$ cat src/rtl/core/bzr_pkg.sv
package bzr_pkg;

  localparam int MAX_SEGMENTS_DEF = 4;

  localparam int FREQ_W     = 16;
  localparam int LEN_W      = 16;
  localparam int DUTY_W     = 7;
  localparam int VOL_W      = 7;
  localparam int TIME_W     = 32;
  localparam int CUE_W      = 4;
  localparam int OP_W       = 2;
  localparam int CFG_IDX_W  = 2;
  localparam int CFG_DATA_W = 7;

  localparam int BEEP_HZ      = 2700;
  localparam int DUTY_FULL    = 127;
  localparam int VOL_MAX      = 100;
  localparam int MIN_TOTAL_MS = 50;
  localparam int MAX_LEN_MS   = 65535;

  localparam int NUM_CUES = 9;
  localparam int CUE_SEGS = 3;

  // operation codes
  localparam logic [OP_W-1:0] OP_TICK = 2'd0;
  localparam logic [OP_W-1:0] OP_CUE  = 2'd1;
  localparam logic [OP_W-1:0] OP_BEEP = 2'd2;

  // configuration register indexes
  localparam logic [CFG_IDX_W-1:0] CFG_VOLUME  = 2'd0;
  localparam logic [CFG_IDX_W-1:0] CFG_PASSIVE = 2'd1;
  localparam logic [CFG_IDX_W-1:0] CFG_INVERT  = 2'd2;

  localparam logic [CUE_W-1:0] CUE_FIRST = 4'd1;
  localparam logic [CUE_W-1:0] CUE_LAST  = 4'd9;

  typedef struct packed {
    logic [OP_W-1:0]   operation;
    logic [TIME_W-1:0] now_ms;
    logic [CUE_W-1:0]  cue;
    logic [TIME_W-1:0] beep_ms;
  } in_item_t;

  typedef struct packed {
    logic              playing;
    logic [FREQ_W-1:0] pwm_freq_hz;
    logic [DUTY_W-1:0] pwm_duty;
    logic              pin_level;
  } out_item_t;

  typedef struct packed {
    logic [VOL_W-1:0]  volume;
    logic              passive_mode;
    logic              pin_inverted;
    logic [DUTY_W-1:0] duty;
  } cfg_t;

  typedef logic [DUTY_W-1:0] duty_tab_t [2**VOL_W];
  typedef logic [FREQ_W-1:0] cue_freq_t [NUM_CUES][CUE_SEGS];
  typedef logic [LEN_W-1:0]  cue_len_t  [NUM_CUES][CUE_SEGS];
  typedef logic [1:0]        cue_cnt_t  [NUM_CUES];
  typedef logic [LEN_W-1:0]  cue_tot_t  [NUM_CUES];

  localparam cue_freq_t CUE_FREQ = '{
    '{16'd2700, 16'd0,    16'd2700},
    '{16'd2300, 16'd2500, 16'd2700},
    '{16'd2700, 16'd2400, 16'd2100},
    '{16'd2700, 16'd0,    16'd0},
    '{16'd3100, 16'd0,    16'd0},
    '{16'd2700, 16'd3300, 16'd0},
    '{16'd2700, 16'd0,    16'd0},
    '{16'd2200, 16'd0,    16'd0},
    '{16'd2700, 16'd0,    16'd0}
  };

  localparam cue_len_t CUE_LEN = '{
    '{16'd70,  16'd60,  16'd70},
    '{16'd80,  16'd80,  16'd340},
    '{16'd150, 16'd150, 16'd200},
    '{16'd200, 16'd0,   16'd0},
    '{16'd90,  16'd0,   16'd0},
    '{16'd120, 16'd280, 16'd0},
    '{16'd280, 16'd0,   16'd0},
    '{16'd280, 16'd0,   16'd0},
    '{16'd120, 16'd0,   16'd0}
  };

  localparam cue_cnt_t CUE_COUNT = '{2'd3, 2'd3, 2'd3, 2'd1, 2'd1, 2'd2, 2'd1, 2'd1, 2'd1};

  function automatic duty_tab_t duty_table();
    duty_tab_t t;
    for (int i = 0; i < 2**VOL_W; i++) begin
      t[i] = DUTY_W'((i * DUTY_FULL) / VOL_MAX);
    end
    return t;
  endfunction

  // single-tone length used for a cue in on/off mode
  function automatic cue_tot_t cue_total_table();
    cue_tot_t t;
    int       sum;
    for (int k = 0; k < NUM_CUES; k++) begin
      sum = 0;
      for (int i = 0; i < CUE_SEGS; i++) begin
        if (i < int'(CUE_COUNT[k])) sum += int'(CUE_LEN[k][i]);
      end
      if (sum < MIN_TOTAL_MS) sum = MIN_TOTAL_MS;
      if (sum > MAX_LEN_MS) sum = MAX_LEN_MS;
      t[k] = LEN_W'(sum);
    end
    return t;
  endfunction

  localparam duty_tab_t DUTY_TABLE = duty_table();
  localparam cue_tot_t  CUE_TOTAL  = cue_total_table();

endpackage

$ cat src/rtl/core/buzzer_tone_cue_sequencer.sv
// channel   direction  handshake             payload
// in        input      in_valid / in_stall   in_data    (bzr_pkg::in_item_t)
// out       output     out_valid / out_stall out_data   (bzr_pkg::out_item_t)
// cfg       input      cfg_valid / cfg_ready cfg_index, cfg_data
//
// one item per cycle sustained while out_stall stays low; a taken item waits in
// the input register, then the sequencer update loads the result register that
// drives out_data; the state update is a 32-bit subtract and compare plus a
// segment table lookup
// rst_n is synchronous; cfg_ready is always high
// in_stall rises only while the result register holds an item that out_stall
// keeps waiting, and an item is always free to enter the empty input register
module buzzer_tone_cue_sequencer #(
  parameter int MAX_SEGMENTS = bzr_pkg::MAX_SEGMENTS_DEF
) (
  input  logic                           clk,
  input  logic                           rst_n,
  input  logic                           in_valid,
  output logic                           in_stall,
  input  bzr_pkg::in_item_t              in_data,
  output logic                           out_valid,
  input  logic                           out_stall,
  output bzr_pkg::out_item_t             out_data,
  input  logic                           cfg_valid,
  output logic                           cfg_ready,
  input  logic [bzr_pkg::CFG_IDX_W-1:0]  cfg_index,
  input  logic [bzr_pkg::CFG_DATA_W-1:0] cfg_data
);
  import bzr_pkg::*;

  in_item_t  in_item_r;
  logic      in_vld_r, in_vld_nxt;
  out_item_t out_item_r;
  logic      out_vld_r, out_vld_nxt;
  out_item_t result;
  cfg_t      cfg;
  logic      fire;
  logic      take;

  assign cfg_ready = 1'b1;

  bzr_cfg u_cfg (
    .clk       (clk),
    .rst_n     (rst_n),
    .cfg_valid (cfg_valid),
    .cfg_index (cfg_index),
    .cfg_data  (cfg_data),
    .cfg       (cfg)
  );

  bzr_seq #(
    .MAX_SEGMENTS (MAX_SEGMENTS)
  ) u_seq (
    .clk    (clk),
    .rst_n  (rst_n),
    .fire   (fire),
    .item   (in_item_r),
    .cfg    (cfg),
    .result (result)
  );

  // the held item moves on when the result register is empty or draining
  assign fire     = in_vld_r && (!out_vld_r || !out_stall);
  assign in_stall = in_vld_r && !fire;
  assign take     = in_valid && !in_stall;

  always_comb begin
    in_vld_nxt = in_vld_r;
    if (take)      in_vld_nxt = 1'b1;
    else if (fire) in_vld_nxt = 1'b0;
    out_vld_nxt = out_vld_r;
    if (fire)           out_vld_nxt = 1'b1;
    else if (!out_stall) out_vld_nxt = 1'b0;
  end

  always_ff @(posedge clk) begin
    if (!rst_n) begin
      in_vld_r  <= 1'b0;
      out_vld_r <= 1'b0;
    end else begin
      in_vld_r  <= in_vld_nxt;
      out_vld_r <= out_vld_nxt;
    end
  end

  always_ff @(posedge clk) begin
    if (take) in_item_r  <= in_data;
    if (fire) out_item_r <= result;
  end

  assign out_valid = out_vld_r;
  assign out_data  = out_item_r;

  a_stall_cause: assert property (@(posedge clk) disable iff (!rst_n)
    in_stall |-> (out_valid && out_stall))
    else $error("input stalled without a blocked result");

  a_fire_result: assert property (@(posedge clk) disable iff (!rst_n)
    fire |=> out_valid)
    else $error("processed item produced no result");

  a_item_held: assert property (@(posedge clk) disable iff (!rst_n)
    (in_vld_r && !fire) |=> in_vld_r)
    else $error("held item dropped before processing");

endmodule

$ cat src/rtl/core/bzr_cfg.sv
module bzr_cfg (
  input  logic                           clk,
  input  logic                           rst_n,
  input  logic                           cfg_valid,
  input  logic [bzr_pkg::CFG_IDX_W-1:0]  cfg_index,
  input  logic [bzr_pkg::CFG_DATA_W-1:0] cfg_data,
  output bzr_pkg::cfg_t                  cfg
);
  import bzr_pkg::*;

  logic [VOL_W-1:0] volume_r, volume_nxt;
  logic             passive_r, passive_nxt;
  logic             invert_r, invert_nxt;

  always_comb begin
    volume_nxt  = volume_r;
    passive_nxt = passive_r;
    invert_nxt  = invert_r;
    if (cfg_valid) begin
      case (cfg_index)
        CFG_VOLUME: begin
          volume_nxt = (cfg_data > CFG_DATA_W'(VOL_MAX)) ? VOL_W'(VOL_MAX) : VOL_W'(cfg_data);
        end
        CFG_PASSIVE: passive_nxt = cfg_data[0];
        CFG_INVERT:  invert_nxt  = cfg_data[0];
        default: ;
      endcase
    end
  end

  always_ff @(posedge clk) begin
    if (!rst_n) begin
      volume_r  <= VOL_W'(VOL_MAX);
      passive_r <= 1'b1;
      invert_r  <= 1'b0;
    end else begin
      volume_r  <= volume_nxt;
      passive_r <= passive_nxt;
      invert_r  <= invert_nxt;
    end
  end

  assign cfg.volume       = volume_r;
  assign cfg.passive_mode = passive_r;
  assign cfg.pin_inverted = invert_r;
  assign cfg.duty         = DUTY_TABLE[volume_r];

endmodule

$ cat src/rtl/core/bzr_seq.sv
module bzr_seq #(
  parameter int MAX_SEGMENTS = bzr_pkg::MAX_SEGMENTS_DEF
) (
  input  logic               clk,
  input  logic               rst_n,
  input  logic               fire,
  input  bzr_pkg::in_item_t  item,
  input  bzr_pkg::cfg_t      cfg,
  output bzr_pkg::out_item_t result
);
  import bzr_pkg::*;

  localparam int IDX_W = (MAX_SEGMENTS > 1) ? $clog2(MAX_SEGMENTS) : 1;
  localparam int CNT_W = $clog2(MAX_SEGMENTS + 1);

  logic              busy_r, busy_nxt;
  logic [FREQ_W-1:0] step_freq_r [MAX_SEGMENTS];
  logic [FREQ_W-1:0] step_freq_nxt [MAX_SEGMENTS];
  logic [LEN_W-1:0]  step_len_r [MAX_SEGMENTS];
  logic [LEN_W-1:0]  step_len_nxt [MAX_SEGMENTS];
  logic [CNT_W-1:0]  total_r, total_nxt;
  logic [CNT_W-1:0]  now_r, now_nxt;
  logic [TIME_W-1:0] began_r, began_nxt;
  logic [FREQ_W-1:0] tone_freq_r, tone_freq_nxt;
  logic [DUTY_W-1:0] tone_duty_r, tone_duty_nxt;
  logic              drive_r, drive_nxt;

  logic [TIME_W-1:0] elapsed;
  logic [LEN_W-1:0]  cur_len;
  logic [CUE_W-1:0]  k;
  logic [LEN_W-1:0]  beep_len;
  logic              req_ok;
  logic              do_start;
  logic              go_silent;
  logic [FREQ_W-1:0] start_f;

  assign elapsed  = item.now_ms - began_r;
  assign cur_len  = step_len_r[now_r[IDX_W-1:0]];
  assign k        = item.cue - CUE_FIRST;
  assign beep_len = (item.beep_ms > TIME_W'(MAX_LEN_MS)) ? LEN_W'(MAX_LEN_MS)
                                                         : item.beep_ms[LEN_W-1:0];
  assign req_ok   = (cfg.volume != '0);

  always_comb begin
    busy_nxt      = busy_r;
    step_freq_nxt = step_freq_r;
    step_len_nxt  = step_len_r;
    total_nxt     = total_r;
    now_nxt       = now_r;
    began_nxt     = began_r;
    tone_freq_nxt = tone_freq_r;
    tone_duty_nxt = tone_duty_r;
    drive_nxt     = drive_r;
    do_start      = 1'b0;
    go_silent     = 1'b0;
    start_f       = '0;
    if (fire) begin
      case (item.operation)
        OP_TICK: begin
          if (busy_r && (now_r < CNT_W'(MAX_SEGMENTS)) && (item.now_ms >= began_r) &&
              (elapsed >= TIME_W'(cur_len))) begin
            now_nxt = now_r + 1'b1;
            if (now_nxt >= total_r) begin
              go_silent = 1'b1;
              busy_nxt  = 1'b0;
              total_nxt = '0;
            end else begin
              do_start = 1'b1;
              start_f  = step_freq_r[now_nxt[IDX_W-1:0]];
            end
          end
        end
        OP_CUE: begin
          if ((item.cue inside {[CUE_FIRST:CUE_LAST]}) && req_ok) begin
            now_nxt  = '0;
            busy_nxt = 1'b1;
            do_start = 1'b1;
            if (cfg.passive_mode) begin
              for (int i = 0; i < CUE_SEGS; i++) begin
                step_freq_nxt[i] = CUE_FREQ[k][i];
                step_len_nxt[i]  = CUE_LEN[k][i];
              end
              total_nxt = CNT_W'(CUE_COUNT[k]);
              start_f   = CUE_FREQ[k][0];
            end else begin
              step_freq_nxt[0] = FREQ_W'(BEEP_HZ);
              step_len_nxt[0]  = CUE_TOTAL[k];
              total_nxt        = CNT_W'(1);
              start_f          = FREQ_W'(BEEP_HZ);
            end
          end
        end
        OP_BEEP: begin
          if ((item.beep_ms != '0) && req_ok) begin
            step_freq_nxt[0] = FREQ_W'(BEEP_HZ);
            step_len_nxt[0]  = beep_len;
            total_nxt        = CNT_W'(1);
            now_nxt          = '0;
            busy_nxt         = 1'b1;
            do_start         = 1'b1;
            start_f          = FREQ_W'(BEEP_HZ);
          end
        end
        default: ;
      endcase
    end
    if (do_start) begin
      began_nxt = item.now_ms;
      if (start_f == '0) begin
        go_silent = 1'b1;
      end else if (cfg.passive_mode) begin
        tone_freq_nxt = start_f;
        tone_duty_nxt = cfg.duty;
      end else begin
        drive_nxt = ~cfg.pin_inverted;
      end
    end
    // the mode in force at this moment picks which output goes quiet
    if (go_silent) begin
      if (cfg.passive_mode) tone_duty_nxt = '0;
      else                  drive_nxt     = cfg.pin_inverted;
    end
  end

  always_ff @(posedge clk) begin
    if (!rst_n) begin
      busy_r      <= 1'b0;
      total_r     <= '0;
      now_r       <= '0;
      began_r     <= '0;
      tone_freq_r <= FREQ_W'(BEEP_HZ);
      tone_duty_r <= '0;
      drive_r     <= 1'b0;
    end else begin
      busy_r      <= busy_nxt;
      total_r     <= total_nxt;
      now_r       <= now_nxt;
      began_r     <= began_nxt;
      tone_freq_r <= tone_freq_nxt;
      tone_duty_r <= tone_duty_nxt;
      drive_r     <= drive_nxt;
    end
  end

  always_ff @(posedge clk) begin
    step_freq_r <= step_freq_nxt;
    step_len_r  <= step_len_nxt;
  end

  assign result.playing     = busy_nxt;
  assign result.pwm_freq_hz = tone_freq_nxt;
  assign result.pwm_duty    = tone_duty_nxt;
  assign result.pin_level   = drive_nxt;

endmodule
$ cat config.mk
export PLATFORM = sky130hd
export DESIGN_NAME = buzzer_tone_cue_sequencer
export DESIGN_NICKNAME = d
export VERILOG_FILES = /design/src/rtl/core/bzr_pkg.sv /design/src/rtl/core/buzzer_tone_cue_sequencer.sv /design/src/rtl/core/bzr_cfg.sv /design/src/rtl/core/bzr_seq.sv
export SDC_FILE = /design/constraint.sdc
export NUM_CORES = 1
export LEC_CHECK = 0
export ABC_CLOCK_PERIOD_IN_PS = 11250
export CORE_UTILIZATION = 54
export CTS_BUF_LIST = sky130_fd_sc_hd__clkbuf_16
export CTS_CLUSTER_SIZE = 20
export DETAILED_ROUTE_END_ITERATION = 10
export DONT_BUFFER_PORTS = 1
export PLACE_DENSITY = 0.71
export SYNTH_ARGS = -nofsm -noshare
export SYNTH_HDL_FRONTEND = slang
export SYNTH_HIERARCHICAL = 1
export SYNTH_SLANG_ARGS = --single-unit
$ cat constraint.sdc
create_clock -name clk -period 11.25 [get_ports clk]
set_input_delay 1.6875 -clock clk [delete_from_list [all_inputs] [get_ports clk]]
set_output_delay 1.6875 -clock clk [all_outputs]
set_load 0.02 [all_outputs]
* Word-level counts from Yosys, hierarchy flattened
Memory sizes are Yosys's and may differ from the RTL's.
Cells that the tools add are included.
** Word-level totals
- Memory bits (read-only) :: 2720
- Memories :: 5
- Register bits :: 265
- Input port bits :: 84
- Output and inout port bits :: 28
** Memories
- (no name shown) :: depth 128, width 7, rd ports 1, clocked after memory_dff 0, wr ports 0, RTL line bzr_cfg.sv:46 : assign cfg.duty = DUTY_TABLE[volume_r];
- (no name shown) :: depth 16, width 48, rd ports 1, clocked after memory_dff 0, wr ports 0, RTL line bzr_seq.sv:84 : start_f = CUE_FREQ[k][0];
- (no name shown) :: depth 16, width 48, rd ports 1, clocked after memory_dff 0, wr ports 0, RTL line bzr_seq.sv:81 : step_len_nxt[i] = CUE_LEN[k][i];
- (no name shown) :: depth 16, width 16, rd ports 1, clocked after memory_dff 0, wr ports 0, RTL line bzr_seq.sv:87 : step_len_nxt[0] = CUE_TOTAL[k];
- (no name shown) :: depth 16, width 2, rd ports 1, clocked after memory_dff 0, wr ports 0, RTL line bzr_seq.sv:83 : total_nxt = CNT_W'(CUE_COUNT[k]);
** Cells by class
- $lt $le $gt $ge :: 12
- Bitwise gates (word level) :: 5
- $add $sub $neg :: 3
- Muxes and demuxes :: 79
- Reductions and logical operators :: 29
- Equal/unequal tests :: 9
** Operators by type and width (number)
- two-way mux 16 bit :: 18
- two-way mux 48 bit :: 6
- binary-select mux 16 bit (select 2 bit) :: 2
- two-way mux 32 bit :: 2
- case mux 16 bit (2 select lines) :: 2
- two-way mux 7 bit :: 8
- case mux 16 bit (3 select lines) :: 1
- >= comparator 32 x 16 -> 1 bit :: 1
- >= comparator 32 bit :: 1
- greater-than comparator 32 x 16 -> 1 bit (second input constant) :: 1
- nonzero test 32 bit :: 1
- subtractor 32 bit :: 1
- two-way mux 1 bit :: 25
- two-way mux 3 bit :: 7
- case mux 3 bit (3 select lines) :: 2
- logical NOT 16 bit :: 1
- two-way mux 12 bit :: 1
- inequality test 2 x 1 -> 1 bit (second input constant) :: 5
- logical AND 1 bit :: 9
- >= comparator 8 bit (second input constant) :: 1
- inverter 7 -> 8 bit :: 1
- AND reduction 4 bit :: 2
- greater-than comparator 7 bit (second input constant) :: 1
- nonzero test 7 bit :: 1
- 23 further kinds :: 37

* Longest topological paths before layout
- Word-level depth :: 14
- Mapped depth :: 23
- Depth with buffers taken out :: 21

* Hierarchy
Netlist, hierarchy kept.
** By module, submodules not included
- bzr_seq :: instances 1, area an instance 7458.4 um^2, cells each 881
- buzzer_tone_cue_sequencer :: instances 1, area an instance 2947.8 um^2, cells each 105
- bzr_cfg :: instances 1, area an instance 1702.9 um^2, cells each 235

* Worst setup path after synthesis
Ideal clock, no wire load.
- Kind :: in2reg
- Start :: in out_stall
- End :: reg u_seq/step_freq_r[50] in the netlist's numbering (enable)
- Library setup time :: 0.401 ns
- Path slack :: 5.612 ns
- Arrival time :: 5.237 ns
- Stages on the path :: 3
- Cells stage by stage :: a21boi_0 -> nand3_1 -> nor2_1
** On the way
- Cells in the longest elaborated chain, start to end :: 4
** RTL lines
- from (decl) :: RTL line buzzer_tone_cue_sequencer.sv:22 : input logic out_stall,
- logical NOT 1 bit
- logical OR 1 bit :: RTL line buzzer_tone_cue_sequencer.sv:63 : assign fire = in_vld_r && (!out_vld_r || !out_stall);
- logical AND 1 bit :: RTL line buzzer_tone_cue_sequencer.sv:63
- AND reduction 4 bit (no line)
- to (signal assigned) :: RTL line bzr_seq.sv:146 : step_freq_r <= step_freq_nxt;
- to (decl) :: RTL line bzr_seq.sv:17 : logic [FREQ_W-1:0] step_freq_r [MAX_SEGMENTS];
Every way passes these cells.
A chain may end at the register's enable or synchronous reset.

==> flow_summary.ini <==
[floorplan]
die_area_um2 = 23000
chip_width_um = 152
core_area_um2 = 21900
initial_core_util_pct = 55.3
std_cell_rows = 54
fp.dieH_um = 152
num_io_pins = 112

[routing]
wl_mm = 26.8
detail-route-antenna-nets = 0
wire_per_inst_um = 18.1
drtPass1Iterations = 5
drcViolationCount = 0
detail_route.iter0.violations = 462
vias_per_cell = 6.09
via_count = 9033

[synth]
synth_edf_count = 130
synth_sequential_area_ratio_pct = 44.3
most_used_dff_post_synth = edfxtp_1
synth.yosys.warnings = 6
synth-async-reset-ratio_pct = 0
syn_avg_cell_area_um2 = 9.92
postSynthRegisterBits = 203
ys_types = 91
synthesis.instances = 1221
postSynthNetCount = 1382
netlist_area_um2 = 12100

[setup_path]
reg2reg_to = out_data[3]
rr_startpoint = in_item_r[44]
timing.critical_path.to_type = register
worstSetupPathType = register to register
required_ns = 11.64
register_to_register_path_setup_slack_ns = 5.93
worst_ep_arrival_time_ns = 5.71
r2r_cells = 21
critical_path.startpoint_type = register
crit_path_max_fanout = 34

[sta]
final.period_utilization_pct = 47.3
worst_clock_skew_ns = 0.0101
minimum_setup_slack_in_the_final_design_ns = 5.93
fin_tns_setup_ns = 0
timing.final.crit_period_ns = 5.32
worstMarginPinSlew_ns = 1.05
relSlewSlack_pct = 29.8
rsz0062_at_grt = false
finalHoldViolCount = 0
timing.final.setup_violations = 0
fmax_ghz = 0.188
number_of_max_slew_violations_in_the_final_report = 0

[global_route]
grt.overflow.total = 0
grt_start_max_net_pins = 71
grt_pass1_vias = 8678
grt_antenna_before_repair = 0
groute.usage.overall_pct = 23.6
grt_first_pass_wirelength_mm = 43.3

[finish]
num-fill-cells = 1918
finalNetCount = 1347
antenna_fix_cells = 0
post-route-cell-area_um2 = 13000
layout_commonest_cell = edfxtp_1
share_of_post_route_cells_with_drive_strength_above_1_pct = 7.72
commonest_non_fill_non_tap_cells_in_the_layout = edfxtp_1, nor2_1, nand2_1
finalNonFillerCells = 1484
areaGrowthSynthToFinish_pct = 7.24

[place]
finalWeightedCongestion = 0.912
port-buffer-count = 0
dp_hpwl_mm = 19.0
dpl-instance-area_um2 = 12200
placedCellCount = 1440
pre_cts_slack_ns = 5.94

[pwr]
totalPowerFinal_uw = 1880
static-leakage-power_uw = 0.00502
peakVddDrop_v = 0.000121
cellPowerDensity_nw_per_um2 = 145

[hold_path]
min-delay-path-class = register to register
min_path_cells = 2
hold-path-endpoint = u_seq/total_r[1]
worst_hold_path_startpoint = u_seq/total_r[1]

[clocking]
numClockSinks = 203
cts-root-buf = clkbuf_16
cts.reportedPaths.clkPinSlew_ns = 0.06
cts_setup_buffers = 0
clk_latency_ns = 0.52
cts_tree = yes
post_cts.resized_instances = 0
tritoncts.num_buffers = 24
cts_max_path_buffers = 3
post_cts_hold_buffer_count = 0
htree_num_levels = 1

[run_status]
result_of_the_run = finished clean

[run]
max-cap-violations = 0
power breakdown:
group	leakage [µW]	switching, µW	internal (µW)	total (µW)
Clock	0.000409	307	485	792
Combinational	0.00279	146	96.4	243
Sequential	0.00182	23.6	827	851
Total	0.00502	477	1410	1880
state kept, by name, summed over array words and instances (netlist names):
signal	count
in_item_r	70
u_seq/began_r	32
out_data	25
u_seq/step_len_r	21
u_seq/tone_freq_r	16
u_seq/step_freq_r	14
u_cfg/volume_r	7
u_seq/tone_duty_r	7
u_seq/now_r	3
u_seq/total_r	2
in_vld_r	1
out_valid	1
u_cfg/invert_r	1
u_cfg/passive_r	1
u_seq/busy_r	1
u_seq/drive_r	1
cell type report:
class | count | area [µm²] | share of cell area, %
multi-input cells | 879 | 6110 | 47.1
flip-flops and latches | 203 | 5370 | 41.3
inverters | 68 | 258 | 1.98
clock buffers | 24 | 601 | 4.62
well taps | 280 | 350 | 2.70
repair buffers | 10 | 75.1 | 0.578
clock inverters | 20 | 224 | 1.72
synthesized netlist by cell type (9+ instances only):
cell type  count  area share, %
clkbuf_1      25           0.77
a21oi_1       72            3.0
a21o_1        20            1.2
and3_1        22            1.1
xnor2_1       14            1.0
nor3_1        25            1.0
and2_1        14           0.72
dfxtp_1       73             12
o211ai_1      14           0.87
mux2i_1       58            4.8
nor2b_1       19           0.98
inv_1         65            2.0
nand4_1       19           0.98
a31oi_1       13           0.67
nor4_1         9           0.46
or2_1         10           0.52
xor2_1         9           0.65
nand2b_1      16           0.83
buf_2         23           0.95
o21bai_1       9           0.56
nor2_1       101            3.1
a211oi_1      13           0.81
ha_1          76            7.9
edfxtp_1     130             32
nand2_1       92            2.9
buf_4         11           0.68
nand3_1       19           0.79
o21ai_0       60            2.5
o21a_1        32            2.0
layer usage:
metal  track usage [%]  wire, µm  vias up
met5                 0         0        -
met2              39.5     12700      289
met1              31.3     12000     4262
met3              3.95      1480       47
met4              6.98       660        0
li1                  -         -     4435
kinds of logic (layout without fill, tap and decap cells):
kind of cell / Yosys count / after routing / share of synthesized area, %
other: 1 / 1 / 0.0310
adders and majority gates: 77 / 77 / 8.02
muxes: 69 / 69 / 6.16
xor gates and xnor gates: 24 / 24 / 1.80
buffers and inverters: 139 / 122 / 5.30
AOI/OAI and AO/OA: 327 / 327 / 18.5
and+or+nand+nor: 381 / 381 / 15.9
DFF: 203 / 203 / 44.3
worst max-delay path, cell delays in order (launching register included):
cell       delay, ns
edfxtp_1        0.39
ha_1            0.40
a21o_1          0.23
a311o_1         0.35
a21oi_2         0.17
o2bb2ai_2       0.15
nand2_1         0.09
nand2_1         0.09
xor2_1          0.16
ha_1            0.32
a21o_1          0.18
a21o_1          0.17
a21oi_1         0.13
o221ai_1        0.13
a311oi_1        0.26
nand4b_1        0.14
or4_1           0.48
o211ai_1        0.25
buf_4           0.55
o31a_4          0.31
o21a_1          0.14
or2_1           0.10
per-stage QoR:
stage          hold slack, ns  util, %
6_report                0.460     59.3
4_1_cts                 0.462     59.3
2_1_floorplan           0.438        -
5_1_grt                 0.486     59.3
3_3_place_gp            0.447     55.6
3_5_place_dp            0.454     55.6
worst max-delay path by stage:
stage                   from                     to  slack (ns)  cells past startpoint
2_1_floorplan      out_stall  u_seq/step_freq_r[50]        5.61                      3
3_3_place_gp   in_item_r[44]            out_data[4]        6.04                     21
3_5_place_dp   in_item_r[44]            out_data[1]        5.94                     21
4_1_cts        in_item_r[44]            out_data[1]        5.90                     21
5_1_grt        in_item_r[44]            out_data[7]        5.65                     21
6_report       in_item_r[44]            out_data[3]        5.93                     21
Power figures use the tool's default switching activity.
